### config.mk
export PLATFORM = sky130hd
export DESIGN_NAME = gvd_div
export DESIGN_NICKNAME = d
export VERILOG_FILES = /design/src/hw/rtl/gvd_div.sv
export SDC_FILE = /design/constraint.sdc
export NUM_CORES = 1
export LEC_CHECK = 0
export BUFFER_PORTS_ARGS = -buffer_cell sky130_fd_sc_hd__clkbuf_2
export CORE_MARGIN = 2
export CORE_UTILIZATION = 45
export CTS_BUF_LIST = sky130_fd_sc_hd__clkbuf_16
export DETAILED_ROUTE_END_ITERATION = 10
export PLACE_DENSITY = 0.69
export SYNTH_ARGS = -nofsm -noshare
export SYNTH_HDL_FRONTEND = slang
export SYNTH_SLANG_ARGS = --single-unit
### constraint.sdc
create_clock -name clk -period 8.2 [get_ports clk]
set_clock_uncertainty 0.2 [all_clocks]
set_input_delay 1.64 -clock clk [delete_from_list [all_inputs] [get_ports clk]]
set_output_delay 1.64 -clock clk [all_outputs]
set_load 0.02 [all_outputs]
### src/hw/rtl/gvd_div.sv
// Pipelined restoring divider, a quotient bit per stage 0..Q_W-1, overflow flag, side data.
module gvd_div #(
	parameter int NUM_W  = 26,
	parameter int DEN_W  = 11,
	parameter int Q_W    = 16,
	parameter int STEPS  = 16,
	parameter int SIDE_W = 1
) (
	input  logic              clk,
	input  logic [STEPS-1:0]  ld,
	input  logic [NUM_W-1:0]  num,
	input  logic [DEN_W-1:0]  den,
	input  logic [SIDE_W-1:0] side_in,
	output logic [Q_W-1:0]    quo,
	output logic              ovf,
	output logic [SIDE_W-1:0] side_out
);

	localparam int W = (NUM_W > DEN_W + Q_W) ? NUM_W : DEN_W + Q_W;

	// stage registers
	logic [W-1:0]      rem_s  [STEPS];
	logic [DEN_W-1:0]  den_s  [STEPS];
	logic [Q_W-1:0]    quo_s  [STEPS];
	logic [STEPS-1:0]  ovf_s;
	logic [SIDE_W-1:0] side_s [STEPS];

	// stage inputs and next values
	logic [W-1:0]      rem_in  [STEPS];
	logic [DEN_W-1:0]  den_in  [STEPS];
	logic [Q_W-1:0]    quo_in  [STEPS];
	logic [STEPS-1:0]  ovf_in;
	logic [SIDE_W-1:0] side_a  [STEPS];
	logic [W-1:0]      rem_nx  [STEPS];
	logic [Q_W-1:0]    quo_nx  [STEPS];

	for (genvar k = 0; k < STEPS; k++) begin : g_step
		if (k == 0) begin : g_head
			assign rem_in[k] = W'(num);
			assign den_in[k] = den;
			assign quo_in[k] = '0;
			// quotient does not fit in Q_W bits
			assign ovf_in[k] = W'(num) >= (W'(den) << Q_W);
			assign side_a[k] = side_in;
		end else begin : g_body
			assign rem_in[k] = rem_s[k-1];
			assign den_in[k] = den_s[k-1];
			assign quo_in[k] = quo_s[k-1];
			assign ovf_in[k] = ovf_s[k-1];
			assign side_a[k] = side_s[k-1];
		end

		if (k < Q_W) begin : g_sub
			localparam int B = Q_W - 1 - k;
			logic [W-1:0] dsh;
			logic         take;
			assign dsh       = W'(den_in[k]) << B;
			assign take      = rem_in[k] >= dsh;
			assign rem_nx[k] = take ? rem_in[k] - dsh : rem_in[k];
			assign quo_nx[k] = quo_in[k] | (Q_W'(take) << B);
		end else begin : g_pass
			assign rem_nx[k] = rem_in[k];
			assign quo_nx[k] = quo_in[k];
		end
	end

	always_ff @(posedge clk) begin
		for (int k = 0; k < STEPS; k++) begin
			if (ld[k]) begin
				rem_s[k]  <= rem_nx[k];
				den_s[k]  <= den_in[k];
				quo_s[k]  <= quo_nx[k];
				ovf_s[k]  <= ovf_in[k];
				side_s[k] <= side_a[k];
			end
		end
	end

	assign quo      = quo_s[STEPS-1];
	assign ovf      = ovf_s[STEPS-1];
	assign side_out = side_s[STEPS-1];

endmodule

==> flow_summary.toml, run 1 <==
[synthesis]
synth_area_leaders = "edfxtp_1 (63%), ha_1 (6.6%), xnor2_1 (2.6%)"
synth_cell_type_count = 76
synth_area_per_cell_um2 = 13.0
synth_top_area_cell = "edfxtp_1"
synth_edf_count = 738
ys_seq_area_frac = 0.629
synth-seq-cells = 738
ys.flop_type = "edfxtp_1"
synth_area_um2 = 35200
synthCells = 2708
synthArstFlopShare = 0
netlist.area_leader.share = 0.629
yosysWarnings = 0
synth_nets = 2964

[cts]
post_cts_resized = 0
clk_latency_ps = 630
clkTransAtPathRegs_ps = 60
ctsLongestPathBuffers = 3
cts.sinks = 738
root_buffer = "clkbuf_16"
cts_buffers = 78
cts_max_level = 3
postCtsHoldBufs = 0
cts_tree = "yes"
cts_setup_buffers = 0

[route]
vias = 21500
drt-total-wl_um = 70400
wl_per_cell_um = 17.9
drtIter0Drc = 1574
drtAntennaViolNets = 0
drc = 0
vias_per_cell = 5.45
drt_first_pass_iters = 6

[finish]
diodes = 0
regArea_um2 = 22200
fin_nets = 3093
final_cells = 3941
multi_input_area_um2 = 12000
drive_gt1_frac = 0.0972
fin_area_um2 = 39300
final.fill_count = 6558
area_growth_syn_to_layout_pct = 11.7

[timing]
fin_crit_sh = 0.499
hold_slack_ps = 193
worstMarginPinSlew_ps = 1120
layout_min_cycle_time_ps = 4090
tns_ps = 0
max_freq_mhz = 245
slew_headroom = 0.248
setup_viol = 0
drv_slew = 0
hold_viol = 0
rsz0062_at_grt = "no"

[pwr]
power.total_w = 0.0119
p_per_area_nw_per_um2 = 302
peakVddDrop_mv = 0.174
p_leak_nw = 14.7

[grt]
antenna_found_initial = 0
grt_overflow_total = 0
grt_max_degree = 56
grt_pass1_vias = 21700
grt_usage = 0.174
grt_first_pass_wirelength_um = 113000

[floorplan]
die_area_um2 = 80500
die_x_um = 284
rows = 102
initial_utilization = 0.455
core-area_um2 = 77500
io_pins = 73
fp.dieH_um = 284

[critical_path]
worstSetupStartpointType = "input port"
endpoint_kind = "register"
path_class = "in2reg"
critPathMaxStageDelay_ps = 460
slowest_stage = "nand2b_1"
crit_family = "compound AO/OA/AOI/OAI gates"
critPathMaxFanout = 11
required_ps = 8380
crit_arrival_ps = 4270
path_cells = "clkbuf_2 > inv_1 > ha_1 > fa_1 > nand2b_1 > a21oi_1 > o21ai_0 > a21oi_1 > o2111ai_1 > nand2b_1 > mux2_2"
critPathBufInv = 2

[run_status]
status = "finished, final reports clean"

[place]
io_buffer_count = 72
place_inst = 3797
place_area_um2 = 36900
gp_congestion = 0.876
dp_hpwl_um = 52300

[job]
maxCapViolCount = 0

[worst_hold_path]
hp-class = "reg2reg"
==> final cells by class <==
| cell class | instances | share of cell area |
|---|---|---|
| sequential | 738 | 0.563 |
| multi-input combinational | 1700 | 0.306 |
| clock buffer | 78 | 0.0496 |
| tap | 1040 | 0.0331 |
| inverter | 228 | 0.0218 |
| clock inverter | 66 | 0.0133 |
| timing repair buffer | 91 | 0.0128 |
==> final timing paths <==
kind                      start       endpoint  slack, ps  cells after the start
setup / recovery        num[15]   rem_s[0][22]       4110                     11
hold / removal     quo_s[1][27]   quo_s[1][43]        190                      0
setup reg to reg  rem_s[1][133]  rem_s[1][154]       4260                      6
hold reg to reg    quo_s[1][27]   quo_s[1][43]        190                      0
==> cells in the final DEF (no fill, tap or decap), drive strengths merged, types with 7 or more instances in the layout <==
master,count
o21ai,142
edfxtp,738
nor2b,35
clkbuf,150
clkinvlp,7
o31ai,15
o211ai,11
a211oi,21
nand3b,13
nand4,32
o21bai,7
nand4b,17
and3,10
nand3,37
nor4,58
clkinv,30
fa,15
or3,25
a21oi,148
a21o,48
ha,186
nor3,82
o21a,28
or4,22
nor4b,10
nand2,147
nor2,158
nand2b,45
a31oi,15
or2,15
xor2,105
inv,252
o31a,11
mux2i,9
buf,19
mux2,41
xnor2,105
==> synth_stat cells, types with 8 or more instances <==
master,number
a211oi_1,20
nand3b_1,13
clkbuf_1,39
nor2_1,158
xnor2_1,105
xor2_1,105
a31oi_1,15
nor4_1,58
o211ai_1,11
nand4_1,32
ha_1,186
o31ai_1,14
inv_1,228
nand3_1,37
or4_1,19
a21oi_1,148
mux2_1,8
fa_1,15
nor4b_1,10
mux2i_1,9
nand2_1,147
o31a_1,11
mux2_2,33
or3_1,22
nand4b_1,17
nand2b_1,45
and3_1,10
edfxtp_1,738
o21ai_0,140
o21a_1,27
or2_2,13
a21o_1,48
nor2b_1,35
nor3_1,82
==> where the power goes <==
group          switching (W)  total, W  internal, W
clock                0.00147   0.00339      0.00192
combinational        0.00168   0.00298      0.00130
sequential          0.000484   0.00550      0.00502
total                0.00363    0.0119      0.00823
==> sequential cells by signal, indices dropped and copies added (netlist names) <==
register,cells
ovf_s,16
rem_s,405
den_s,165
side_s,16
quo_s,136
==> metal layers <==
metal  vias up  global-route usage  wire length [um]  part of all wire
met5         -                   0                 0                 0
met4         0              0.0598              2270             0.032
met3       152              0.0271              2770             0.039
met2       530               0.318             36600              0.52
met1     10400               0.206             28800              0.41
li1      10400                   -                 -                 -
==> through the flow <==
| stage | utilization | setup slack [ps] |
|---|---|---|
| after CTS | 0.508 | 4160 |
| final | 0.508 | 4110 |
| after floorplan | - | 3810 |
| after detailed placement | 0.476 | 3490 |
| after global routing | 0.508 | 3900 |
| after global placement | 0.476 | 3520 |
==> kinds of logic (layout without fill, tap and decap cells) <==
group           count (synthesis)  in the layout  share of synthesized area
xor+xnor                      210            210                     0.0522
compound gates                506            506                     0.0895
buf+inv                       270            463                     0.0289
flops                         738            738                      0.629
mux                            50             50                     0.0157
fa+ha+maj                     201            201                     0.0746
simple gates                  733            733                      0.110
Note: power is estimated with default switching activity, not from simulation.
==> run 2: changes to the inputs <==
==> constraint.sdc (replaced) <==
create_clock -name clk -period 3.93 [get_ports clk]
set_clock_uncertainty 0.2 [all_clocks]
set_input_delay 0.786 -clock clk [delete_from_list [all_inputs] [get_ports clk]]
set_output_delay 0.786 -clock clk [all_outputs]
set_load 0.02 [all_outputs]
==> run 2 against run 1 <==
  * Sequential share of layout area down 0.24 points
  * Total power up 110%
  * Setup slack worse by 3800 ps
  * Sequential power up 110%
  * Flip-flop and latch count unchanged
  * Critical path depth down 5
  * Hold slack worse by 56 ps
  * Register-to-register slack worse by 3900 ps
  * Utilization up 0.21 points
  * Clock power up 110%
  * Via count down 0.77%
  * Non-clock buffer count up 17
  * Largest cell class unchanged
  * Largest power group unchanged
==> flow_summary.toml, run 2 (synthesis gave the netlist of run 1 again) <==
[run_status]
status = "finished, final reports clean"

[place]
dp_hpwl_um = 52600
io_buffer_count = 72
preCtsSetupSlack_ps = 164
gp_congestion = 0.864

[finish]
drive_gt1_frac = 0.0997
top_regs = "rem_s: 405 flops, den_s: 165 flops, quo_s: 136 flops"
area_growth_syn_to_layout_pct = 12.2
fin_nets = 3111
regMostFlops = "rem_s"
final_cell_mix = "edfxtp_1 (738), inv_1 (245), ha_1 (186)"
final.fill_count = 6544
regArea_um2 = 22200
largest_register_ffs = 405
diodes = 0
multi_input_area_um2 = 12000
final_common_cell = "edfxtp_1"

[cts]
cts.sinks = 738
root_buffer = "clkbuf_16"
postCtsHoldBufs = 0
cts_buffers = 79
cts_setup_buffers = 0
clkTransAtPathRegs_ps = 60
ctsLongestPathBuffers = 3
post_cts_resized = 0
cts_tree = "yes"
cts_max_level = 3
clk_latency_ps = 640

[critical_path]
worstSetupStartpointType = "register"
crit_arrival_ps = 3780
reg2reg_depth = 6
path_class = "reg2reg"
required_ps = 4100
critPathMaxFanout = 12
endpoint_kind = "register"

[timing]
setup_viol = 0
worstMarginPinSlew_ps = 1270
rsz0062_at_grt = "no"
slew_headroom = 0.154
fin_crit_sh = 0.919
hold_viol = 0
layout_setup_ws_ps = 317
drv_slew = 0
tns_ps = 0
max_freq_mhz = 277
layout_min_cycle_time_ps = 3610

[floorplan]
die_x_um = 284
rows = 102
fp.dieH_um = 284
core-area_um2 = 77500
die_area_um2 = 80500
io_pins = 73
initial_utilization = 0.455

[pwr]
peakVddDrop_mv = 0.378
p_leak_nw = 14.7
p_per_area_nw_per_um2 = 627

[job]
maxCapViolCount = 0

[route]
drc = 0
drtAntennaViolNets = 0
wl_per_cell_um = 17.6
vias = 21300
drt-total-wl_um = 69500
vias_per_cell = 5.39
drtIter0Drc = 1272
drt_first_pass_iters = 5

[worst_hold_path]
hold_depth = 1
hp-class = "in2reg"

[grt]
grt_usage = 0.174
antenna_found_initial = 1
grt_max_degree = 56
grt_overflow_total = 0
grt_pass1_vias = 21700
grt_first_pass_wirelength_um = 113000
[run 2: through the flow]
| step | instances | hold slack, ps | utilization | instance area [um^2] | power (W) |
|---|---|---|---|---|---|
| final | 3958 | 137 | 0.510 | 39500 | 0.0248 |
| after global routing | 3958 | 107 | 0.510 | 39500 | 0.0262 |
| after CTS | 3958 | 98.4 | 0.510 | 39500 | 0.0249 |
| after detailed placement | 3814 | 205 | 0.478 | 37000 | 0.0178 |
| after global placement | 3814 | 201 | 0.478 | 37000 | 0.0176 |
| after floorplan | 2708 | 200 | - | 35200 | 0.0159 |
[run 2: critical path, cell delays in order (launching register included)]
cell	delay, ps
edfxtp_1	450
or4_4	560
or4_4	460
or4_4	570
a211oi_4	300
or4_1	430
mux2_1	370
[run 2: final timing paths]
kind	startpoint	endpoint	slack [ps]
setup reg to reg	rem_s[1][148]	rem_s[1][170]	320
hold / removal	side_in	side_s[0][0]	140
setup / recovery	rem_s[1][148]	rem_s[1][170]	320
hold reg to reg	quo_s[1][14]	quo_s[1][30]	200
[run 2: layout make-up]
class	count	share of cell area
Sequential cell	738	0.561
Tap cell	1040	0.0329
Clock buffer	80	0.0507
Inverter	228	0.0217
Multi-Input combinational cell	1700	0.305
Timing Repair Buffer	108	0.0166
Clock inverter	64	0.0123
[run 2: where the power goes]
| group | leakage, nW | switching (W) | internal, W |
|---|---|---|---|
| combinational | 6.40 | 0.00352 | 0.00274 |
| sequential | 7.08 | 0.000964 | 0.0105 |
| clock | 1.26 | 0.00302 | 0.00405 |
[run 2: metal layers]
layer	vias up	track usage	wire length (um)
met3	131	0.0263	2350
met2	406	0.320	36500
met5	-	0	0
li1	10400	-	-
met1	10300	0.207	28700
met4	0	0.0581	2030
